## src/rtl/dense_layer_stack_inference_assert.svh

```systemverilog
// ----------------------------------------------------------------------------
// Dense layer stack assertion macros
// Shorthand for the clocked checks at the end of the top level.
// ----------------------------------------------------------------------------
`ifndef DENSE_LAYER_STACK_INFERENCE_ASSERT_SVH
`define DENSE_LAYER_STACK_INFERENCE_ASSERT_SVH

// consequent must hold in the same cycle as the antecedent
`define DLS_ASSERT_SAME(lbl, ante, cons) \
	lbl: assert property (@(posedge clk) disable iff (!arst_n) (ante) |-> (cons)) \
		else $error("dls: same-cycle check failed");

// consequent must hold in the cycle after the antecedent
`define DLS_ASSERT_NEXT(lbl, ante, cons) \
	lbl: assert property (@(posedge clk) disable iff (!arst_n) (ante) |=> (cons)) \
		else $error("dls: next-cycle check failed");

`endif

```

## src/rtl/dls_pkg.sv

```systemverilog
// ----------------------------------------------------------------------------
// Dense layer stack package
// Shared widths, operation and register codes, and interface structs.
// ----------------------------------------------------------------------------
`timescale 1ns / 1ps

package dls_pkg;

	// default sizing
	localparam int MAX_WIDTH_DEF  = 32;
	localparam int MAX_LAYERS_DEF = 4;

	// fixed point formats
	localparam int PAR_W  = 16;            // Q2.13 weight / bias
	localparam int ACT_W  = 24;            // Q10.13 activation
	localparam int ACC_W  = 48;            // wrapping accumulator
	localparam int FRAC_W = 13;
	localparam int PROD_W = PAR_W + ACT_W;

	// field and register widths
	localparam int CNT_W     = 5;          // row / column / element index
	localparam int LAY_W     = 2;          // layer select
	localparam int WID_W     = 6;          // width registers
	localparam int LC_W      = 3;          // layer count register
	localparam int CFG_IDX_W = 3;
	localparam int CFG_DAT_W = 6;

	// MAC pipeline: cycles from last issue until the result is in the buffer
	localparam int DRAIN_CYC = 4;

	// operation codes
	localparam logic [1:0] OP_WEIGHT = 2'd0;
	localparam logic [1:0] OP_BIAS   = 2'd1;
	localparam logic [1:0] OP_ELEM   = 2'd2;

	// register indexes
	localparam logic [CFG_IDX_W-1:0] REG_LAYER_COUNT = 3'd0;
	localparam logic [CFG_IDX_W-1:0] REG_WIDTH_IN    = 3'd1;
	localparam logic [CFG_IDX_W-1:0] REG_WIDTH_L1    = 3'd2;
	localparam logic [CFG_IDX_W-1:0] REG_WIDTH_L2    = 3'd3;
	localparam logic [CFG_IDX_W-1:0] REG_WIDTH_L3    = 3'd4;
	localparam logic [CFG_IDX_W-1:0] REG_WIDTH_L4    = 3'd5;

	// one MAC issue slot
	typedef struct packed {
		logic             vld;
		logic             first;
		logic             last;
		logic [CNT_W-1:0] row;
		logic             bank;
	} mac_ctl_t;

	// finished neuron output
	typedef struct packed {
		logic                    vld;
		logic [CNT_W-1:0]        row;
		logic                    bank;
		logic signed [ACT_W-1:0] value;
	} mac_res_t;

	// activation buffer read request
	typedef struct packed {
		logic             bank;
		logic [CNT_W-1:0] idx;
	} act_rd_t;

	// input element write into the ping buffer
	typedef struct packed {
		logic                    vld;
		logic [CNT_W-1:0]        idx;
		logic signed [ACT_W-1:0] value;
	} act_wr_t;

	// weight / bias read address
	typedef struct packed {
		logic [LAY_W-1:0] layer;
		logic [CNT_W-1:0] row;
		logic [CNT_W-1:0] col;
	} store_rd_t;

	// sequencer states
	typedef enum logic [5:0] {
		S_IDLE  = 6'b000001,
		S_RUN   = 6'b000010,
		S_DRAIN = 6'b000100,
		S_ORD   = 6'b001000,
		S_OLOAD = 6'b010000,
		S_OWAIT = 6'b100000
	} seq_state_t;

endpackage

```

## src/rtl/dls_seq.sv

```systemverilog
// ----------------------------------------------------------------------------
// Dense layer stack sequencer
// Configuration registers, input handshake, row/column/layer counters that
// drive the MAC, pipeline drain between layers, and the output register.
// ----------------------------------------------------------------------------
`timescale 1ns / 1ps

module dls_seq #(
	parameter int MAX_WIDTH  = dls_pkg::MAX_WIDTH_DEF,
	parameter int MAX_LAYERS = dls_pkg::MAX_LAYERS_DEF
) (
	input  logic                                  clk,
	input  logic                                  arst_n,
	input  logic                                  cfg_we,
	input  logic [dls_pkg::CFG_IDX_W-1:0]         cfg_index,
	input  logic [dls_pkg::CFG_DAT_W-1:0]         cfg_data,
	input  logic                                  in_valid,
	output logic                                  in_ready,
	input  logic [1:0]                            operation,
	input  logic [dls_pkg::CNT_W-1:0]             col_sel,
	input  logic signed [dls_pkg::ACT_W-1:0]      sample_value,
	input  logic                                  vector_last,
	output logic                                  out_valid,
	input  logic                                  out_ready,
	output logic [dls_pkg::CNT_W-1:0]             out_index,
	output logic signed [dls_pkg::ACT_W-1:0]      out_value,
	output logic                                  out_last,
	output dls_pkg::mac_ctl_t                     ctl,
	output dls_pkg::store_rd_t                    st_rd,
	output dls_pkg::act_rd_t                      act_rd,
	output dls_pkg::act_wr_t                      elem_wr,
	output logic                                  ping_clr,
	input  logic signed [dls_pkg::ACT_W-1:0]      act_data
);

	localparam int NUM_LAYERS = (MAX_LAYERS < 4) ? MAX_LAYERS : 4;
	localparam int VEC_LIMIT  = (MAX_WIDTH < 32) ? MAX_WIDTH : 32;
	localparam int DC_W       = (dls_pkg::DRAIN_CYC > 1) ? $clog2(dls_pkg::DRAIN_CYC) : 1;
	localparam logic [dls_pkg::LC_W-1:0]  LC_MAX  = dls_pkg::LC_W'(NUM_LAYERS);
	localparam logic [dls_pkg::WID_W-1:0] WID_MAX = dls_pkg::WID_W'(VEC_LIMIT);
	localparam logic [DC_W-1:0]           DC_END  = DC_W'(dls_pkg::DRAIN_CYC - 1);

	dls_pkg::seq_state_t state_q;

	logic [dls_pkg::LC_W-1:0]  lc_q;
	logic [dls_pkg::WID_W-1:0] wid_q [5];
	logic [dls_pkg::LAY_W-1:0] l_q;
	logic [dls_pkg::CNT_W-1:0] r_q;
	logic [dls_pkg::CNT_W-1:0] c_q;
	logic [dls_pkg::CNT_W-1:0] i_q;
	logic [DC_W-1:0]           dcnt_q;

	logic                      in_acc;
	logic [dls_pkg::LC_W-1:0]  lc_new;
	logic [dls_pkg::WID_W-1:0] wid_new;
	logic [dls_pkg::WID_W-1:0] n_in;
	logic [dls_pkg::WID_W-1:0] n_out;
	logic [dls_pkg::WID_W-1:0] n_fin;
	logic                      c_last;
	logic                      r_last;
	logic                      l_last;
	logic                      i_last;

	assign in_ready = (state_q == dls_pkg::S_IDLE);
	assign in_acc   = in_valid && in_ready;

	// register values clamp into their legal range
	always_comb begin
		lc_new = cfg_data[dls_pkg::LC_W-1:0];
		if (lc_new == '0) begin
			lc_new = dls_pkg::LC_W'(1);
		end else if (lc_new > LC_MAX) begin
			lc_new = LC_MAX;
		end
		wid_new = cfg_data[dls_pkg::WID_W-1:0];
		if (wid_new == '0) begin
			wid_new = dls_pkg::WID_W'(1);
		end else if (wid_new > WID_MAX) begin
			wid_new = WID_MAX;
		end
	end

	// configuration registers
	always_ff @(posedge clk or negedge arst_n) begin
		if (!arst_n) begin
			lc_q     <= dls_pkg::LC_W'(1);
			wid_q[0] <= WID_MAX;
			wid_q[1] <= dls_pkg::WID_W'(1);
			wid_q[2] <= dls_pkg::WID_W'(1);
			wid_q[3] <= dls_pkg::WID_W'(1);
			wid_q[4] <= dls_pkg::WID_W'(1);
		end else if (cfg_we) begin
			unique case (cfg_index)
				dls_pkg::REG_LAYER_COUNT: begin
					lc_q <= lc_new;
				end
				dls_pkg::REG_WIDTH_IN, dls_pkg::REG_WIDTH_L1, dls_pkg::REG_WIDTH_L2,
				dls_pkg::REG_WIDTH_L3, dls_pkg::REG_WIDTH_L4: begin
					wid_q[cfg_index - dls_pkg::CFG_IDX_W'(1)] <= wid_new;
				end
				default: begin
				end
			endcase
		end
	end

	// loop bounds of the current layer
	assign n_in   = wid_q[3'(l_q)];
	assign n_out  = wid_q[3'(l_q) + 3'd1];
	assign n_fin  = wid_q[lc_q];
	assign c_last = {1'b0, c_q} == (n_in - dls_pkg::WID_W'(1));
	assign r_last = {1'b0, r_q} == (n_out - dls_pkg::WID_W'(1));
	assign l_last = {1'b0, l_q} == (lc_q - dls_pkg::LC_W'(1));
	assign i_last = {1'b0, i_q} == (n_fin - dls_pkg::WID_W'(1));

	// input element into the ping buffer; positions past width_in are dropped
	assign elem_wr.vld   = in_acc && (operation == dls_pkg::OP_ELEM)
		&& ({1'b0, col_sel} < wid_q[0]);
	assign elem_wr.idx   = col_sel;
	assign elem_wr.value = sample_value;

	// MAC issue: source bank alternates per layer, results go to the other
	assign ctl.vld   = (state_q == dls_pkg::S_RUN);
	assign ctl.first = (c_q == '0);
	assign ctl.last  = c_last;
	assign ctl.row   = r_q;
	assign ctl.bank  = !l_q[0];

	assign st_rd.layer = l_q;
	assign st_rd.row   = r_q;
	assign st_rd.col   = c_q;

	always_comb begin
		if (state_q == dls_pkg::S_RUN) begin
			act_rd.bank = l_q[0];
			act_rd.idx  = c_q;
		end else begin
			act_rd.bank = lc_q[0];
			act_rd.idx  = i_q;
		end
	end

	assign ping_clr = (state_q == dls_pkg::S_OWAIT) && out_ready && out_last;

	// sequencer
	always_ff @(posedge clk or negedge arst_n) begin
		if (!arst_n) begin
			state_q   <= dls_pkg::S_IDLE;
			l_q       <= '0;
			r_q       <= '0;
			c_q       <= '0;
			i_q       <= '0;
			dcnt_q    <= '0;
			out_valid <= 1'b0;
		end else begin
			unique case (state_q)
				dls_pkg::S_IDLE: begin
					if (in_acc && (operation == dls_pkg::OP_ELEM) && vector_last) begin
						l_q     <= '0;
						r_q     <= '0;
						c_q     <= '0;
						state_q <= dls_pkg::S_RUN;
					end
				end
				dls_pkg::S_RUN: begin
					if (c_last) begin
						c_q <= '0;
						if (r_last) begin
							r_q     <= '0;
							dcnt_q  <= '0;
							state_q <= dls_pkg::S_DRAIN;
						end else begin
							r_q <= r_q + dls_pkg::CNT_W'(1);
						end
					end else begin
						c_q <= c_q + dls_pkg::CNT_W'(1);
					end
				end
				// let the last row reach the buffer before it is read
				dls_pkg::S_DRAIN: begin
					if (dcnt_q == DC_END) begin
						if (l_last) begin
							i_q     <= '0;
							state_q <= dls_pkg::S_ORD;
						end else begin
							l_q     <= l_q + dls_pkg::LAY_W'(1);
							state_q <= dls_pkg::S_RUN;
						end
					end else begin
						dcnt_q <= dcnt_q + DC_W'(1);
					end
				end
				dls_pkg::S_ORD: begin
					state_q <= dls_pkg::S_OLOAD;
				end
				dls_pkg::S_OLOAD: begin
					out_valid <= 1'b1;
					state_q   <= dls_pkg::S_OWAIT;
				end
				dls_pkg::S_OWAIT: begin
					if (out_ready) begin
						out_valid <= 1'b0;
						if (out_last) begin
							state_q <= dls_pkg::S_IDLE;
						end else begin
							i_q     <= i_q + dls_pkg::CNT_W'(1);
							state_q <= dls_pkg::S_ORD;
						end
					end
				end
				default: begin
					state_q <= dls_pkg::S_IDLE;
				end
			endcase
		end
	end

	// output beat payload
	always_ff @(posedge clk) begin
		if (state_q == dls_pkg::S_OLOAD) begin
			out_index <= i_q;
			out_value <= act_data;
			out_last  <= i_last;
		end
	end

endmodule

```

## config.mk

```make
export PLATFORM = sky130hd
export DESIGN_NAME = dls_seq
export DESIGN_NICKNAME = d
export VERILOG_FILES = /design/src/rtl/dense_layer_stack_inference_assert.svh /design/src/rtl/dls_pkg.sv /design/src/rtl/dls_seq.sv
export SDC_FILE = /design/constraint.sdc
export NUM_CORES = 1
export LEC_CHECK = 0
export ABC_AREA = 1
export BUFFER_PORTS_ARGS = -buffer_cell sky130_fd_sc_hd__buf_4
export CORE_ASPECT_RATIO = 0.8
export CORE_MARGIN = 3
export CORE_UTILIZATION = 35
export DETAILED_ROUTE_END_ITERATION = 8
export GPL_TIMING_DRIVEN = 1
export PLACE_DENSITY = 0.61
export SKIP_CTS_REPAIR_TIMING = 1
export SYNTH_ARGS = -nofsm -noshare
export SYNTH_HDL_FRONTEND = slang
export SYNTH_SLANG_ARGS = --single-unit
```

## constraint.sdc

```tcl
create_clock -name clk -period 4.4 [get_ports clk]
set_clock_uncertainty 0.2 [all_clocks]
set_input_delay 1.32 -clock clk [delete_from_list [all_inputs] [get_ports clk]]
set_output_delay 1.32 -clock clk [all_outputs]
set_load 0.01 [all_outputs]
```

==> impl_metrics.env <==
export IMPL_rr_endpoint="dcnt_q[1]$_DFFE_PN0P_"
export IMPL_n_fill_cell=1407
export IMPL_tightest_slew_ps=801.9
export IMPL_final_common_cell="nand2_1"
export IMPL_hold_class="register to register"
export IMPL_hold_start="wid_q[12]$_DFFE_PN1P_"
export IMPL_rsz0062_at_grt="false"
export IMPL_overflow=0
export IMPL_ys_ff_latch=89
export IMPL_cp_top_family="flip-flops"
export IMPL_reg2reg_from="l_q[0]$_DFFE_PN0P_"
export IMPL_startpoint_type="register"
export IMPL_dpl_hpwl_um=11420
export IMPL_final_util_pct=44.11
export IMPL_synth_cell_types=42
export IMPL_clk_pin_slew_ps=70
export IMPL_drtIter0Drc=359
export IMPL_synth_seq_area_share_pct=44.26
export IMPL_slew_headroom_pct=46.54
export IMPL_drive_gt1_share_pct=22.94
export IMPL_drt_wirelength_per_cell_um=15.61
export IMPL_crit_buf_inv=3
export IMPL_cts_tree="done"
export IMPL_yosys_area_top_type="dfrtp_1"
export IMPL_first_pass_iters=5
export IMPL_die_area_um2=16940
export IMPL_fp_dieH_um=117.0
export IMPL_initial_core_util_pct=36.71
export IMPL_fin_crit_ps=4067
export IMPL_num_rows=39
export IMPL_fmax_ghz=0.2459
export IMPL_cts_made_buffers=9
export IMPL_clockBufferDepth=2
export IMPL_gp_congestion=0.9209
export IMPL_worstSetupPathType="register to output port"
export IMPL_numPortBuffers=111
export IMPL_synth_area_per_cell_um2=8.206
export IMPL_crit_chain="inv_2, a21oi_1, o21ai_1, nand2_2, ha_1, xor2_1, a21boi_0, nand3_1, nor2_1, nand3_2, inv_1, buf_4"
export IMPL_p_per_area_nw_per_um2=620.7
export IMPL_ys_warn_count=0
export IMPL_area_growth_pct=20.17
export IMPL_design_portCount=160
export IMPL_total_leakage_power_nw=3.089
export IMPL_drv_cap=0
export IMPL_netlist_area_um2=5391
export IMPL_required_ps=2880
export IMPL_grt_pass1_wl_um=23370
export IMPL_grt_pass1_vias=4571
export IMPL_worst_r2r_path_depth=16
export IMPL_yosys_area_top_type_share_pct=24.14
export IMPL_layout_common_cells="nand2_1 (149), buf_4 (116), inv_1 (73)"
export IMPL_htree_num_levels=3
export IMPL_antenna_found_initial=0
export IMPL_synthTopCellsByArea="dfrtp_1 (24%), edfxtp_1 (17%), nand2_1 (10%)"
export IMPL_die_width_um=144.8
export IMPL_drc=0
export IMPL_slew_violations=0
export IMPL_worstSetupEndpointType="output port"
export IMPL_final_hold_viol_count=0
export IMPL_synthCells=657
export IMPL_nets=825
export IMPL_diodes=0
export IMPL_postRouteAntennaNets=0
export IMPL_r2r_slack_ps=1080
export IMPL_cpMaxStageDelayCell="dfrtp_1"
export IMPL_vdd_drop_max_mv=0.3258
export IMPL_vias=4710
export IMPL_grt_max_degree=60
export IMPL_min_to="wid_q[12]$_DFFE_PN1P_"
export IMPL_holdPathStages=2
export IMPL_status="completed"
export IMPL_tns_ps=0
export IMPL_max_stage_delay_ps=530
export IMPL_synth_fp_nets=746
export IMPL_arrival_ps=2550
export IMPL_wirelength_um=14770
export IMPL_path_max_fanout=10
export IMPL_core_area_um2=14690
export IMPL_grt_use_total_pct=17.71
export IMPL_cts_root_buf="clkbuf_16"
export IMPL_viasPerCell=4.979
export IMPL_post_route_period_util_pct=92.44
export IMPL_cts_sinks=89
export IMPL_clkLatencyLatePin_ps=350
export IMPL_setup_viol=0
## synth_stat cells (all sizes together)
master  count
xor2       11
a21boi      1
ha         19
a21o        1
xnor3       1
dfrtp      52
clkbuf      5
mux2        8
o41ai       1
xnor2       5
o31ai       1
nor3       12
a32o        1
o21a        3
o21bai      1
o22ai       3
nand4       8
edfxtp     30
nand3      65
or2         2
dfstp       7
a21oi      34
o21ai      68
nand3b      2
buf        43
nor2       35
a211oi      1
nand2     154
o211ai      2
nor4        3
inv        78
## per-stage QoR
step                std cells  setup slack, ps  hold WS (ps)  area [µm²]  power, mW
finish                    946            332.8         295.1        6479      4.021
global route              946            79.75         328.1        6479      4.391
CTS                       946            128.1         299.2        6477      4.047
detailed placement        930            438.6         284.7        6183      3.263
global placement          930            477.9         263.2        6183      3.213
floorplan                 657            726.3         242.0        5391      2.683
## worst min-delay path: stages (launching register included)
cell and delay [ps]:
dfstp_2 370, nand2_1 50, o21ai_0 70
## flip-flops by register name (all words and copies together) (netlist names), 3 cells and up
| signal | count |
|---|---|
| c_q | 5 |
| i_q | 5 |
| lc_q | 3 |
| out_index | 5 |
| out_value | 24 |
| r_q | 5 |
| state_q | 6 |
| wid_q | 30 |
## worst max-delay path by stage
| stage | from | to | slack [ps] | cells past startpoint |
|---|---|---|---|---|
| 6_report | l_q[1]$_DFFE_PN0P_ | ctl[6] | 330 | 12 |
| 5_1_grt | l_q[1]$_DFFE_PN0P_ | ctl[6] | 80 | 12 |
| 4_1_cts | l_q[0]$_DFFE_PN0P_ | ctl[6] | 130 | 11 |
| 3_5_place_dp | col_sel[1] | elem_wr[29] | 440 | 9 |
| 3_3_place_gp | col_sel[1] | elem_wr[29] | 480 | 9 |
| 2_1_floorplan | col_sel[1] | elem_wr[29] | 730 | 7 |
## metal layers
layer  GRT usage, %  share of wire, %
met3          3.940               8.0
met4          5.283               1.7
met1          24.50                46
met5              0                 0
met2          27.95                44
## power by group
| part | switching (mW) | internal [mW] |
|---|---|---|
| clock | 0.365 | 0.401 |
| sequential | 0.248 | 1.04 |
| combinational | 1.19 | 0.772 |
## cell families after synthesis
kind of cell,after synthesis,synth area share (%)
compound gates,117,11.56
xor+xnor,17,3.017
mux,8,1.671
buf+inv,126,11.74
simple gates,281,23.35
fa+ha+maj,19,4.409
flops,89,44.26
## area by class of cell
class	instances	area, µm²	share of cell area (%)
inverter	78	292.8	4.519
multi-input combinational	442	2377	36.69
timing repair buffer	116	870.8	13.44
clock inverter	7	68.82	1.062
clock buffer	9	225.2	3.476
sequential	89	2387	36.85
tap	205	256.5	3.959
Note: power is estimated with default switching activity, not from simulation.
