[src/rtl/dense_layer_stack_inference_assert.svh]
// ----------------------------------------------------------------------------
// Dense layer stack assertion macros
// Shorthand for the clocked checks at the end of the top level.
// ----------------------------------------------------------------------------
`ifndef DENSE_LAYER_STACK_INFERENCE_ASSERT_SVH
`define DENSE_LAYER_STACK_INFERENCE_ASSERT_SVH

// consequent must hold in the same cycle as the antecedent
`define DLS_ASSERT_SAME(lbl, ante, cons) \
	lbl: assert property (@(posedge clk) disable iff (!arst_n) (ante) |-> (cons)) \
		else $error("dls: same-cycle check failed");

// consequent must hold in the cycle after the antecedent
`define DLS_ASSERT_NEXT(lbl, ante, cons) \
	lbl: assert property (@(posedge clk) disable iff (!arst_n) (ante) |=> (cons)) \
		else $error("dls: next-cycle check failed");

`endif

[src/rtl/dls_pkg.sv]
// ----------------------------------------------------------------------------
// Dense layer stack package
// Shared widths, operation and register codes, and interface structs.
// ----------------------------------------------------------------------------
`timescale 1ns / 1ps

package dls_pkg;

	// default sizing
	localparam int MAX_WIDTH_DEF  = 32;
	localparam int MAX_LAYERS_DEF = 4;

	// fixed point formats
	localparam int PAR_W  = 16;            // Q2.13 weight / bias
	localparam int ACT_W  = 24;            // Q10.13 activation
	localparam int ACC_W  = 48;            // wrapping accumulator
	localparam int FRAC_W = 13;
	localparam int PROD_W = PAR_W + ACT_W;

	// field and register widths
	localparam int CNT_W     = 5;          // row / column / element index
	localparam int LAY_W     = 2;          // layer select
	localparam int WID_W     = 6;          // width registers
	localparam int LC_W      = 3;          // layer count register
	localparam int CFG_IDX_W = 3;
	localparam int CFG_DAT_W = 6;

	// MAC pipeline: cycles from last issue until the result is in the buffer
	localparam int DRAIN_CYC = 4;

	// operation codes
	localparam logic [1:0] OP_WEIGHT = 2'd0;
	localparam logic [1:0] OP_BIAS   = 2'd1;
	localparam logic [1:0] OP_ELEM   = 2'd2;

	// register indexes
	localparam logic [CFG_IDX_W-1:0] REG_LAYER_COUNT = 3'd0;
	localparam logic [CFG_IDX_W-1:0] REG_WIDTH_IN    = 3'd1;
	localparam logic [CFG_IDX_W-1:0] REG_WIDTH_L1    = 3'd2;
	localparam logic [CFG_IDX_W-1:0] REG_WIDTH_L2    = 3'd3;
	localparam logic [CFG_IDX_W-1:0] REG_WIDTH_L3    = 3'd4;
	localparam logic [CFG_IDX_W-1:0] REG_WIDTH_L4    = 3'd5;

	// one MAC issue slot
	typedef struct packed {
		logic             vld;
		logic             first;
		logic             last;
		logic [CNT_W-1:0] row;
		logic             bank;
	} mac_ctl_t;

	// finished neuron output
	typedef struct packed {
		logic                    vld;
		logic [CNT_W-1:0]        row;
		logic                    bank;
		logic signed [ACT_W-1:0] value;
	} mac_res_t;

	// activation buffer read request
	typedef struct packed {
		logic             bank;
		logic [CNT_W-1:0] idx;
	} act_rd_t;

	// input element write into the ping buffer
	typedef struct packed {
		logic                    vld;
		logic [CNT_W-1:0]        idx;
		logic signed [ACT_W-1:0] value;
	} act_wr_t;

	// weight / bias read address
	typedef struct packed {
		logic [LAY_W-1:0] layer;
		logic [CNT_W-1:0] row;
		logic [CNT_W-1:0] col;
	} store_rd_t;

	// sequencer states
	typedef enum logic [5:0] {
		S_IDLE  = 6'b000001,
		S_RUN   = 6'b000010,
		S_DRAIN = 6'b000100,
		S_ORD   = 6'b001000,
		S_OLOAD = 6'b010000,
		S_OWAIT = 6'b100000
	} seq_state_t;

endpackage

[src/rtl/dls_mac.sv]
// ----------------------------------------------------------------------------
// Dense layer stack MAC unit
// Shared multiply-accumulate: product register, 48-bit wrapping
// accumulator seeded with the bias, then round-half-up and saturation.
// ----------------------------------------------------------------------------
`timescale 1ns / 1ps

module dls_mac (
	input  logic                              clk,
	input  logic                              arst_n,
	input  dls_pkg::mac_ctl_t                 ctl,
	input  logic signed [dls_pkg::PAR_W-1:0]  w_s1,
	input  logic signed [dls_pkg::PAR_W-1:0]  b_s1,
	input  logic signed [dls_pkg::ACT_W-1:0]  a_s1,
	output dls_pkg::mac_res_t                 res
);

	localparam int ACC_W  = dls_pkg::ACC_W;
	localparam int ACT_W  = dls_pkg::ACT_W;
	localparam int PAR_W  = dls_pkg::PAR_W;
	localparam int PROD_W = dls_pkg::PROD_W;
	localparam int FRAC_W = dls_pkg::FRAC_W;
	localparam int CNT_W  = dls_pkg::CNT_W;
	localparam int Q_W    = ACC_W + 1 - FRAC_W;

	dls_pkg::mac_ctl_t ctl_s1;
	dls_pkg::mac_ctl_t ctl_s2;
	dls_pkg::mac_ctl_t ctl_s3;

	logic signed [PROD_W-1:0] prod_s2;
	logic signed [PAR_W-1:0]  bias_s2;
	logic [ACC_W-1:0]         acc_q;
	logic [ACC_W-1:0]         prod_ext;
	logic [ACC_W-1:0]         bias_ext;
	logic [ACC_W:0]           rnd;
	logic [Q_W-1:0]           q;
	logic [Q_W-ACT_W:0]       q_hi;
	logic signed [ACT_W-1:0]  sat_val;

	logic                     res_vld_q;
	logic [CNT_W-1:0]         res_row_q;
	logic                     res_bank_q;
	logic signed [ACT_W-1:0]  res_value_q;

	// control pipeline; stage three only flags the last column of a row
	always_ff @(posedge clk or negedge arst_n) begin
		if (!arst_n) begin
			ctl_s1    <= '0;
			ctl_s2    <= '0;
			ctl_s3    <= '0;
			res_vld_q <= 1'b0;
		end else begin
			ctl_s1    <= ctl;
			ctl_s2    <= ctl_s1;
			ctl_s3    <= '{vld: ctl_s2.vld && ctl_s2.last, first: ctl_s2.first,
				last: ctl_s2.last, row: ctl_s2.row, bank: ctl_s2.bank};
			res_vld_q <= ctl_s3.vld;
		end
	end

	// product stage
	always_ff @(posedge clk) begin
		prod_s2 <= w_s1 * a_s1;
		bias_s2 <= b_s1;
	end

	assign prod_ext = {{(ACC_W-PROD_W){prod_s2[PROD_W-1]}}, prod_s2};
	assign bias_ext = {{(ACC_W-PAR_W-FRAC_W){bias_s2[PAR_W-1]}}, bias_s2, {FRAC_W{1'b0}}};

	// accumulate, bias enters with the first product of a row
	always_ff @(posedge clk) begin
		if (ctl_s2.vld) begin
			acc_q <= ctl_s2.first ? (bias_ext + prod_ext) : (acc_q + prod_ext);
		end
	end

	// round half up to 13 fraction bits, then clamp to 24 bits
	always_comb begin
		rnd  = {acc_q[ACC_W-1], acc_q} + (ACC_W+1)'(1 << (FRAC_W - 1));
		q    = rnd[ACC_W:FRAC_W];
		q_hi = q[Q_W-1:ACT_W-1];
		if ((&q_hi) || !(|q_hi)) begin
			sat_val = q[ACT_W-1:0];
		end else if (q[Q_W-1]) begin
			sat_val = {1'b1, {(ACT_W-1){1'b0}}};
		end else begin
			sat_val = {1'b0, {(ACT_W-1){1'b1}}};
		end
	end

	// result register
	always_ff @(posedge clk) begin
		res_row_q   <= ctl_s3.row;
		res_bank_q  <= ctl_s3.bank;
		res_value_q <= sat_val;
	end

	assign res = '{vld: res_vld_q, row: res_row_q, bank: res_bank_q, value: res_value_q};

endmodule

[config.mk]
export PLATFORM = sky130hd
export DESIGN_NAME = dls_mac
export DESIGN_NICKNAME = d
export VERILOG_FILES = /design/src/rtl/dense_layer_stack_inference_assert.svh /design/src/rtl/dls_pkg.sv /design/src/rtl/dls_mac.sv
export SDC_FILE = /design/constraint.sdc
export NUM_CORES = 1
export LEC_CHECK = 0
export BUFFER_PORTS_ARGS = -buffer_cell sky130_fd_sc_hd__buf_4
export CORE_MARGIN = 10
export CORE_UTILIZATION = 35
export CTS_CLUSTER_DIAMETER = 60
export DETAILED_ROUTE_END_ITERATION = 10
export GPL_TIMING_DRIVEN = 0
export PLACE_DENSITY_LB_ADDON = 0.25
export SLEW_MARGIN = 20
export SYNTH_ARGS = -nofsm -noshare
export SYNTH_HDL_FRONTEND = slang
export SYNTH_SLANG_ARGS = --single-unit
export TNS_END_PERCENT = 50
[constraint.sdc]
create_clock -name clk -period 4 [get_ports clk]
set_input_delay 0.8 -clock clk [delete_from_list [all_inputs] [get_ports clk]]
set_output_delay 0.8 -clock clk [all_outputs]
set_load 0.02 [all_outputs]
==> flow_metrics.env, run 1 <==
export IMPL_status="finished, violations left"
export IMPL_violations="negative setup slack"
export IMPL_hold_viol=0
export IMPL_clock_tree_root_cell="clkbuf_16"
export IMPL_clk_path_buf_depth=2
export IMPL_dieHeight_um=276
export IMPL_grt_start_max_net_pins=50
export IMPL_cp_top_family="adder cells"
export IMPL_grt_pass1_vias=18654
export IMPL_rows=93
export IMPL_cap_violations=0
export IMPL_slowest_stage="fa_2"
export IMPL_cts_sinks=160
export IMPL_setup_viol=33
export IMPL_post_route_util=0.439
export IMPL_area_growth_pct=23.8
export IMPL_track_usage=0.175
export IMPL_grt_ovfl_total=0
export IMPL_cpMostUsedCell="fa_1"
export IMPL_worst_pin_slew_ps=868
export IMPL_clk_pin_slew_ps=70
export IMPL_num_vias=18000
export IMPL_h_tree_depth=4
export IMPL_synth_area_leaders="fa_1 (33%), ha_1 (9.4%), inv_1 (7.6%), dfxtp_1 (7.5%), edfxtp_1 (6.3%)"
export IMPL_yosys_warnings=0
export IMPL_drtIter0Drc=1003
export IMPL_maxSlewHeadroom=0.421
export IMPL_die_x_um=276
export IMPL_critPathKind="in -> reg"
export IMPL_antenna_found_initial=1
export IMPL_path_cells="buf_4 > clkbuf_4 > and2_1 > fa_2 > fa_1 > fa_2 > fa_1 > fa_1 > inv_1 > fa_1 > inv_2 > ha_4 > a21o_1 > a311oi_2 > a21oi_2 > o2bb2ai_2 > nor2_2 > a21oi_2 > a221o_1 > o21ba_4 > xnor2_2"
export IMPL_max_freq_mhz=161
export IMPL_initial_core_util=0.355
export IMPL_drc=0
export IMPL_synth_top_cell_area_share=0.328
export IMPL_finalNonFillerCells=3584
export IMPL_hpwl_mm=54.2
export IMPL_wl_mm=67.9
export IMPL_cts_buffers=17
export IMPL_cts_tree="yes"
export IMPL_nets=3332
export IMPL_syn_nets=3109
export IMPL_critPathBufInv=4
export IMPL_setup_tns_ps=-50650
export IMPL_synthFlopType="dfxtp_1"
export IMPL_finalMaxSlewViolations=0
export IMPL_critPathLaunchType="primary input"
export IMPL_arrival_ps=6560
export IMPL_vias_per_cell=5.02
export IMPL_die_area_um2=76200
export IMPL_portBuffers=97
export IMPL_netlist_instances=2493
export IMPL_skew_ps=15.4
export IMPL_seq_area_frac_synth=0.166
export IMPL_nFillCells=6261
export IMPL_pin_count=98
export IMPL_yosys_area_top_type="fa_1"
export IMPL_synthDistinctLibCells=84
export IMPL_layout_drive_gt1_share=0.182
export IMPL_wl_per_cell_um=19.0
export IMPL_postSynthAreaPerCell_um2=9.20
export IMPL_synth_edf_count=48
export IMPL_coreArea_um2=64700
export IMPL_dp_cells=3445
export IMPL_synthArstFlopShare=0.163
export IMPL_hp_class="in -> async"
export IMPL_setup_ws_ps=-2200
export IMPL_fin_crit_sh=1.55
export IMPL_whs_ps=247
export IMPL_required_ps=4350
export IMPL_cts_hold_fix_buffers=0
export IMPL_grt_pass1_wl_mm=106
export IMPL_clock_latency_ps=450
export IMPL_crit_fanout=10
export IMPL_synthesis_area_um2=22900
export IMPL_max_stage_delay_ps=640
export IMPL_grt_setup_unrepaired="true"
export IMPL_end_kind="flip-flop"
export IMPL_ys_seq_elements=160
export IMPL_postRouteAntennaNets=0
export IMPL_min_period_ps=6200
export IMPL_firstDrtPassIters=5
export IMPL_gp_congestion=0.936
export IMPL_num_antenna_cells=0
## placed cells by master, fill, tap and decap left out, types with 25 or more instances in the layout
cell / instances
buf_4: 149
nand2_1: 286
and2_1: 146
fa_2: 25
inv_2: 26
inv_1: 437
nand3_1: 25
xor2_1: 48
nor2_1: 76
clkbuf_16: 58
a21o_1: 70
buf_6: 26
mux2i_1: 30
a21oi_1: 70
o21ai_0: 58
edfxtp_1: 48
ha_1: 153
xnor2_1: 72
dfrtp_1: 25
fa_1: 351
dfxtp_1: 86
## kinds of logic after synthesis
logic type | synth area share
mux | 0.0147
buf+inv | 0.0915
compound gates | 0.107
xor+xnor | 0.0470
fa+ha+maj | 0.422
simple gates | 0.152
flops | 0.166
## final timing paths
kind	start	to	slack, ps	cells after the start
worst min-delay path	arst_n	ctl_s1[1]	250	1
worst max-delay path	w_s1[13]	prod_s2[39]	-2200	21
max in group asynchronous	arst_n	ctl_s2[8]	3490	1
worst min register to register	ctl_s3[4]	res_row_q[3]	340	0
worst max register to register	prod_s2[11]	acc_q[38]	390	10
min in group clk	ctl_s3[4]	res_row_q[3]	340	0
## synth_stat cells (all sizes together), types with 11 or more instances
master  number
a31oi       13
o21a        17
edfxtp      48
nand4       23
nor3        21
a211oi      14
xnor2       75
a21oi       90
and3        22
nand2      306
nand2b      14
a21o        70
mux2i       30
o211ai      11
xor2        48
dfrtp       26
o21ai       70
nor2        90
inv        465
ha         173
o21bai      15
and2       161
nand3       31
fa         376
clkbuf      77
dfxtp       86
## flip-flops by register name, indices dropped and copies added, names as in the netlist
signal and count:
acc_q 48, prod_s2 40, res_value_q 24, bias_s2 16, ctl_s1 9, ctl_s2 9
ctl_s3 7, res_row_q 5, res_bank_q 1, res_vld_q 1
## metal layers
layer / global-route usage / wire length (um) / up-vias / share of wire
met3: 0.0263 / 4000 / 89 / 0.059
met5: 0 / 0 / - / 0
met4: 0.0489 / 1680 / 0 / 0.025
met1: 0.241 / 31000 / 8955 / 0.46
met2: 0.280 / 31200 / 584 / 0.46
li1: - / - / 8372 / -
## metrics by stage
step | instance area [um2] | setup slack, ps
after floorplan | 23600 | -2060
after CTS | 27600 | -2140
after detailed placement | 25400 | -3300
after global routing | 28400 | -2320
after global placement | 25400 | -3310
final | 28400 | -2200
## worst register-to-register path, stage by stage, from the launching register on
cell and delay (ps):
dfxtp_1 350, ha_1 380, a211oi_1 240, nor2_1 100
o41ai_1 530, a311oi_1 280, o21ai_1 390, a211oi_1 140
nor2_1 600, o2111ai_1 190, o221a_2 180
## what timing repair did
| action | in CTS | in global routing |
|---|---|---|
| gates cloned | 5 | 4 |
| buffers inserted | 57 | 42 |
| resized for setup | 207 | 110 |
| pin swaps | 61 | 64 |
| setup endpoints to repair | 34 | 34 |
## cell type report
type	count	area, um2	share of cell area
flip-flops and latches	160	3820	0.134
multi-input cells	1781	17800	0.628
clock buffers	18	429	0.0151
clock inverters	14	145	0.00511
well taps	855	1070	0.0377
plain buffers	84	1310	0.0460
repair buffers	205	2040	0.0719
inverters	467	1760	0.0620
Power of run 1 is left out: the tool's default activity adds up to more than one toggle a clock period on the data nets, which glitch-free logic cannot reach.
==> inputs of run 2 (changes only) <==
PLACE_DENSITY = 0.49   (was not set)
PLACE_DENSITY_LB_ADDON = not set   (was 0.25)
clock period = 6.9 ns   (was 4 ns; I/O delays follow)
==> run 2 against run 1 <==
The run now ends clean. Flip-flop and latch count is the same. First-iteration DRC count is 2.6% lower. Sequential share of layout area increased by 0.87 points. Wire length shrank 4.0%. Via count down 4.1%. Register-to-register slack improved by 2800 ps. Critical path type unchanged. Largest cell class unchanged.
==> flow_metrics.env, run 2 (synthesis gave the netlist of run 1 again) <==
export IMPL_largest_registers="acc_q (48), prod_s2 (40), res_value_q (24)"
export IMPL_vias_per_cell=4.93
export IMPL_grt_pass1_wl_mm=104
export IMPL_drc=0
export IMPL_hpwl_mm=54.9
export IMPL_nets=3254
export IMPL_postRouteAntennaNets=0
export IMPL_critPathLaunchType="primary input"
export IMPL_clock_latency_ps=460
export IMPL_grt_pass1_vias=18579
export IMPL_top_register="acc_q"
export IMPL_pin_count=98
export IMPL_arrival_ps=7160
export IMPL_area_growth_pct=16.3
export IMPL_r2r_slack_ps=3170
export IMPL_grt_ovfl_total=0
export IMPL_finalMaxSlewViolations=0
export IMPL_cts_sinks=160
export IMPL_wl_per_cell_um=18.6
export IMPL_rr_worst_depth=10
export IMPL_setup_tns_ps=0
export IMPL_hp_class="reg -> reg"
export IMPL_h_tree_depth=4
export IMPL_min_period_ps=6810
export IMPL_layout_drive_gt1_share=0.124
export IMPL_gp_congestion=0.915
export IMPL_reg2reg_to="acc_q[45]"
export IMPL_setup_viol=0
export IMPL_firstDrtPassIters=7
export IMPL_clk_pin_slew_ps=80
export IMPL_whs_endpoint="res_bank_q"
export IMPL_cts_hold_fix_buffers=0
export IMPL_cap_violations=0
export IMPL_min_from="ctl_s3[0]"
export IMPL_grt_start_max_net_pins=49
export IMPL_fin_crit_sh=0.987
export IMPL_critPathKind="in -> reg"
export IMPL_r2r_start="acc_q[1]"
export IMPL_min_path_cells=0
export IMPL_num_antenna_cells=0
export IMPL_crit_fanout=10
export IMPL_wl_mm=65.2
export IMPL_mostFrequentLayoutCells="inv_1 (456), fa_1 (359), nand2_1 (302), ha_1 (161), and2_1 (158)"
export IMPL_cts_tree="yes"
export IMPL_worst_pin_slew_ps=889
export IMPL_post_route_util=0.412
export IMPL_status="finished, final reports clean"
export IMPL_rows=93
export IMPL_maxSlewHeadroom=0.408
export IMPL_track_usage=0.170
export IMPL_drtIter0Drc=977
export IMPL_max_freq_mhz=147
export IMPL_clock_tree_root_cell="clkbuf_16"
export IMPL_portBuffers=97
export IMPL_num_vias=17271
export IMPL_coreArea_um2=64700
export IMPL_dieHeight_um=276
export IMPL_die_area_um2=76200
export IMPL_cts_buffers=17
export IMPL_required_ps=7240
export IMPL_die_x_um=276
export IMPL_hold_viol=0
export IMPL_skew_ps=20.8
export IMPL_final_common_cell="inv_1"
export IMPL_clk_path_buf_depth=2
export IMPL_grt_setup_unrepaired="true"
export IMPL_end_kind="flip-flop"
export IMPL_antenna_found_initial=0
export IMPL_largest_reg_flops=48
export IMPL_initial_core_util=0.355
run 2: metrics by stage:
step,cells,hold slack (ps),setup slack (ps),instance area [um2]
detailed placement,3446,329,-1590,24800
floorplan,2493,324,-10.1,23000
global route,3506,347,-59.6,26700
CTS,3500,344,1.58,26300
finish,3506,341,87.4,26700
global placement,3445,327,-1570,24800
run 2: timing repair:
item,in CTS,in global routing
endpoints found under the setup margin,22,12
buffers inserted,26,8
resized for setup,160,93
pin swaps,32,44
run 2: area by class of cell:
| class | count | area (um2) |
|---|---|---|
| timing repair buffer | 132 | 1130 |
| clock buffer | 17 | 425 |
| buffer | 79 | 892 |
| tap | 855 | 1070 |
| inverter | 467 | 1750 |
| sequential | 160 | 3820 |
| multi-input combinational | 1781 | 17400 |
| clock inverter | 15 | 163 |
| fill | 6455 | 38000 |
run 2: worst max-delay path by stage:
stage	from	to	slack [ps]	depth (start not counted)
after floorplan	a_s1[7]	prod_s2[38]	-10	23
after global placement	a_s1[7]	prod_s2[39]	-1570	24
after detailed placement	a_s1[7]	prod_s2[39]	-1590	24
after CTS	a_s1[10]	prod_s2[39]	2	23
after global routing	a_s1[1]	prod_s2[38]	-60	23
final	w_s1[6]	prod_s2[39]	90	24
run 2: critical path, cell delays in order:
cell and delay, ps:
buf_6 120, clkbuf_16 170, and2_1 150, fa_1 530, inv_1 60, fa_2 570
fa_2 450, fa_1 490, inv_1 60, fa_1 520, inv_1 80, fa_1 520
inv_1 80, ha_4 290, and3_4 190, and2_4 140, o211ai_1 90, buf_4 190
a211oi_4 270, nor2_2 90, a21oi_2 220, a221o_1 230, o21ba_4 170, xnor2_2 70
run 2: per-layer routing:
metal / global-route usage / share of wire / up-vias / wire length, um
met5: 0 / 0 / - / 0
met1: 0.235 / 0.48 / 8564 / 31000
met4: 0.0500 / 0.024 / 0 / 1580
met3: 0.0237 / 0.048 / 78 / 3160
met2: 0.273 / 0.45 / 416 / 29500
li1: - / - / 8213 / -
Power of run 2 is left out for the same reason.
==> inputs of run 3 (changes only) <==
PLACE_DENSITY = 0.58   (was 0.49)
==> run 3 against run 2 <==
Flip-flop and latch count is the same. Cell area increased by 0.70%. Sequential share of layout area decreased by 0.099 points. Cell count grew 0.37%. Worst hold slack worse by 0.56 ps. Via count grew 2.1%. Clock skew is 9.4 ps lower.
==> flow_metrics.env, run 3 (synthesis gave the netlist of run 1 again) <==
export IMPL_status="finished, final reports clean"
export IMPL_top_register="acc_q"
export IMPL_cts_tree="yes"
export IMPL_initial_core_util=0.355
export IMPL_drc=0
export IMPL_finalNonFillerCells=3519
export IMPL_area_growth_pct=17.1
export IMPL_wl_met3_mm=3.92
export IMPL_nFillCells=6393
export IMPL_max_freq_mhz=146
export IMPL_clock_tree_root_cell="clkbuf_16"
export IMPL_vias_per_cell=5.01
export IMPL_arrival_ps=7150
export IMPL_dieHeight_um=276
export IMPL_grt_start_max_net_pins=50
export IMPL_portBuffers=97
export IMPL_critPathKind="in -> reg"
export IMPL_num_vias=17626
export IMPL_maxSlewHeadroom=0.453
export IMPL_clk_path_buf_depth=2
export IMPL_min_period_ps=6850
export IMPL_hpwl_mm=53.0
export IMPL_cts_sinks=160
export IMPL_nets=3267
export IMPL_clock_latency_ps=440
export IMPL_pin_count=98
export IMPL_top_layer="met4"
export IMPL_skew_ps=11.3
export IMPL_largest_reg_flops=48
export IMPL_wl_met1_mm=29.1
export IMPL_num_antenna_cells=0
export IMPL_layout_drive_gt1_share=0.131
export IMPL_crit_fanout=6
export IMPL_largest_registers="acc_q (48), prod_s2 (40), res_value_q (24)"
export IMPL_gp_congestion=0.954
export IMPL_rows=93
export IMPL_wl_mm=63.6
export IMPL_track_usage=0.165
export IMPL_end_kind="flip-flop"
export IMPL_critPathLaunchType="primary input"
export IMPL_antenna_found_initial=0
export IMPL_routed_wl_met2_mm=28.8
export IMPL_grt_pass1_vias=18652
export IMPL_grt_ovfl_total=0
export IMPL_cap_violations=0
export IMPL_die_x_um=276
export IMPL_setup_viol=0
export IMPL_mostFrequentLayoutCells="inv_1 (456), fa_1 (358), nand2_1 (303), ha_1 (158), and2_1 (155)"
export IMPL_firstDrtPassIters=5
export IMPL_cts_hold_fix_buffers=0
export IMPL_clk_pin_slew_ps=60
export IMPL_dp_cells=3445
export IMPL_h_tree_depth=4
export IMPL_final_common_cell="inv_1"
export IMPL_hold_viol=0
export IMPL_required_ps=7200
export IMPL_finalMaxSlewViolations=0
export IMPL_drtIter0Drc=1078
export IMPL_hp_class="reg -> reg"
export IMPL_grt_pass1_wl_mm=102
export IMPL_wl_per_cell_um=18.1
export IMPL_coreArea_um2=64700
export IMPL_die_area_um2=76200
export IMPL_cts_buffers=17
export IMPL_worst_pin_slew_ps=818
export IMPL_fin_crit_sh=0.993
export IMPL_grt_setup_unrepaired="true"
export IMPL_postRouteAntennaNets=0
==> run 3: area by class of cell <==
class | instances | area [um2] | area share
repair buffers | 143 | 1210 | 0.0450
flip-flops and latches | 160 | 3820 | 0.142
inverters | 467 | 1750 | 0.0652
well taps | 855 | 1070 | 0.0398
plain buffers | 81 | 957 | 0.0356
multi-input cells | 1781 | 17500 | 0.652
clock inverters | 11 | 78.8 | 0.00293
clock buffers | 21 | 450 | 0.0168
==> run 3: critical path, cell delays in order <==
cell	delay, ps
buf_6	120
clkbuf_16	150
and2_1	150
fa_1	540
inv_1	50
fa_1	480
fa_2	530
inv_1	50
fa_1	480
fa_1	550
inv_1	50
fa_2	580
inv_2	60
ha_4	210
buf_4	140
a21oi_1	180
o21ai_2	120
nor2_4	190
a211oi_4	110
nor2_4	150
a21oi_4	80
a221o_1	400
o21ba_4	260
xnor2_4	130
==> run 3: timing repair <==
item / in CTS / in global routing
pin swaps: 40 / 63
setup buffers: 29 / 15
endpoints found under the setup margin: 20 / 11
resized for setup: 190 / 89
cloned: 0 / 2
==> run 3: path summary, 6_finish.rpt <==
kind / from / endpoint / slack [ps] / cells after the start
worst max-delay path: w_s1[6] / prod_s2[39] / 50 / 24
worst min-delay path: ctl_s3[0] / res_bank_q / 340 / 0
worst max register to register: acc_q[0] / acc_q[40] / 3280 / 12
worst min register to register: ctl_s3[0] / res_bank_q / 340 / 0
max in group asynchronous: arst_n / ctl_s2[8] / 5810 / 1
min in group asynchronous: arst_n / ctl_s1[2] / 830 / 1
==> run 3: metal layers <==
metal / track usage / vias to the layer above
li1: - / 8236
met1: 0.225 / 8708
met2: 0.268 / 588
met3: 0.0249 / 94
met4: 0.0460 / 0
met5: 0 / -
==> run 3: metrics by stage <==
step | setup TNS (ps) | utilization | cell area [um2] | setup slack, ps | hold WS, ps
2_1_floorplan | -10.1 | - | 23000 | -10.1 | 324
3_3_place_gp | -21410 | 0.384 | 24800 | -1670 | 326
3_5_place_dp | -21490 | 0.384 | 24800 | -1640 | 327
4_1_cts | 0 | 0.409 | 26500 | 4.40 | 342
5_1_grt | -289 | 0.415 | 26900 | -102 | 346
6_report | 0 | 0.415 | 26900 | 50.5 | 340
Power of run 3 is left out for the same reason.
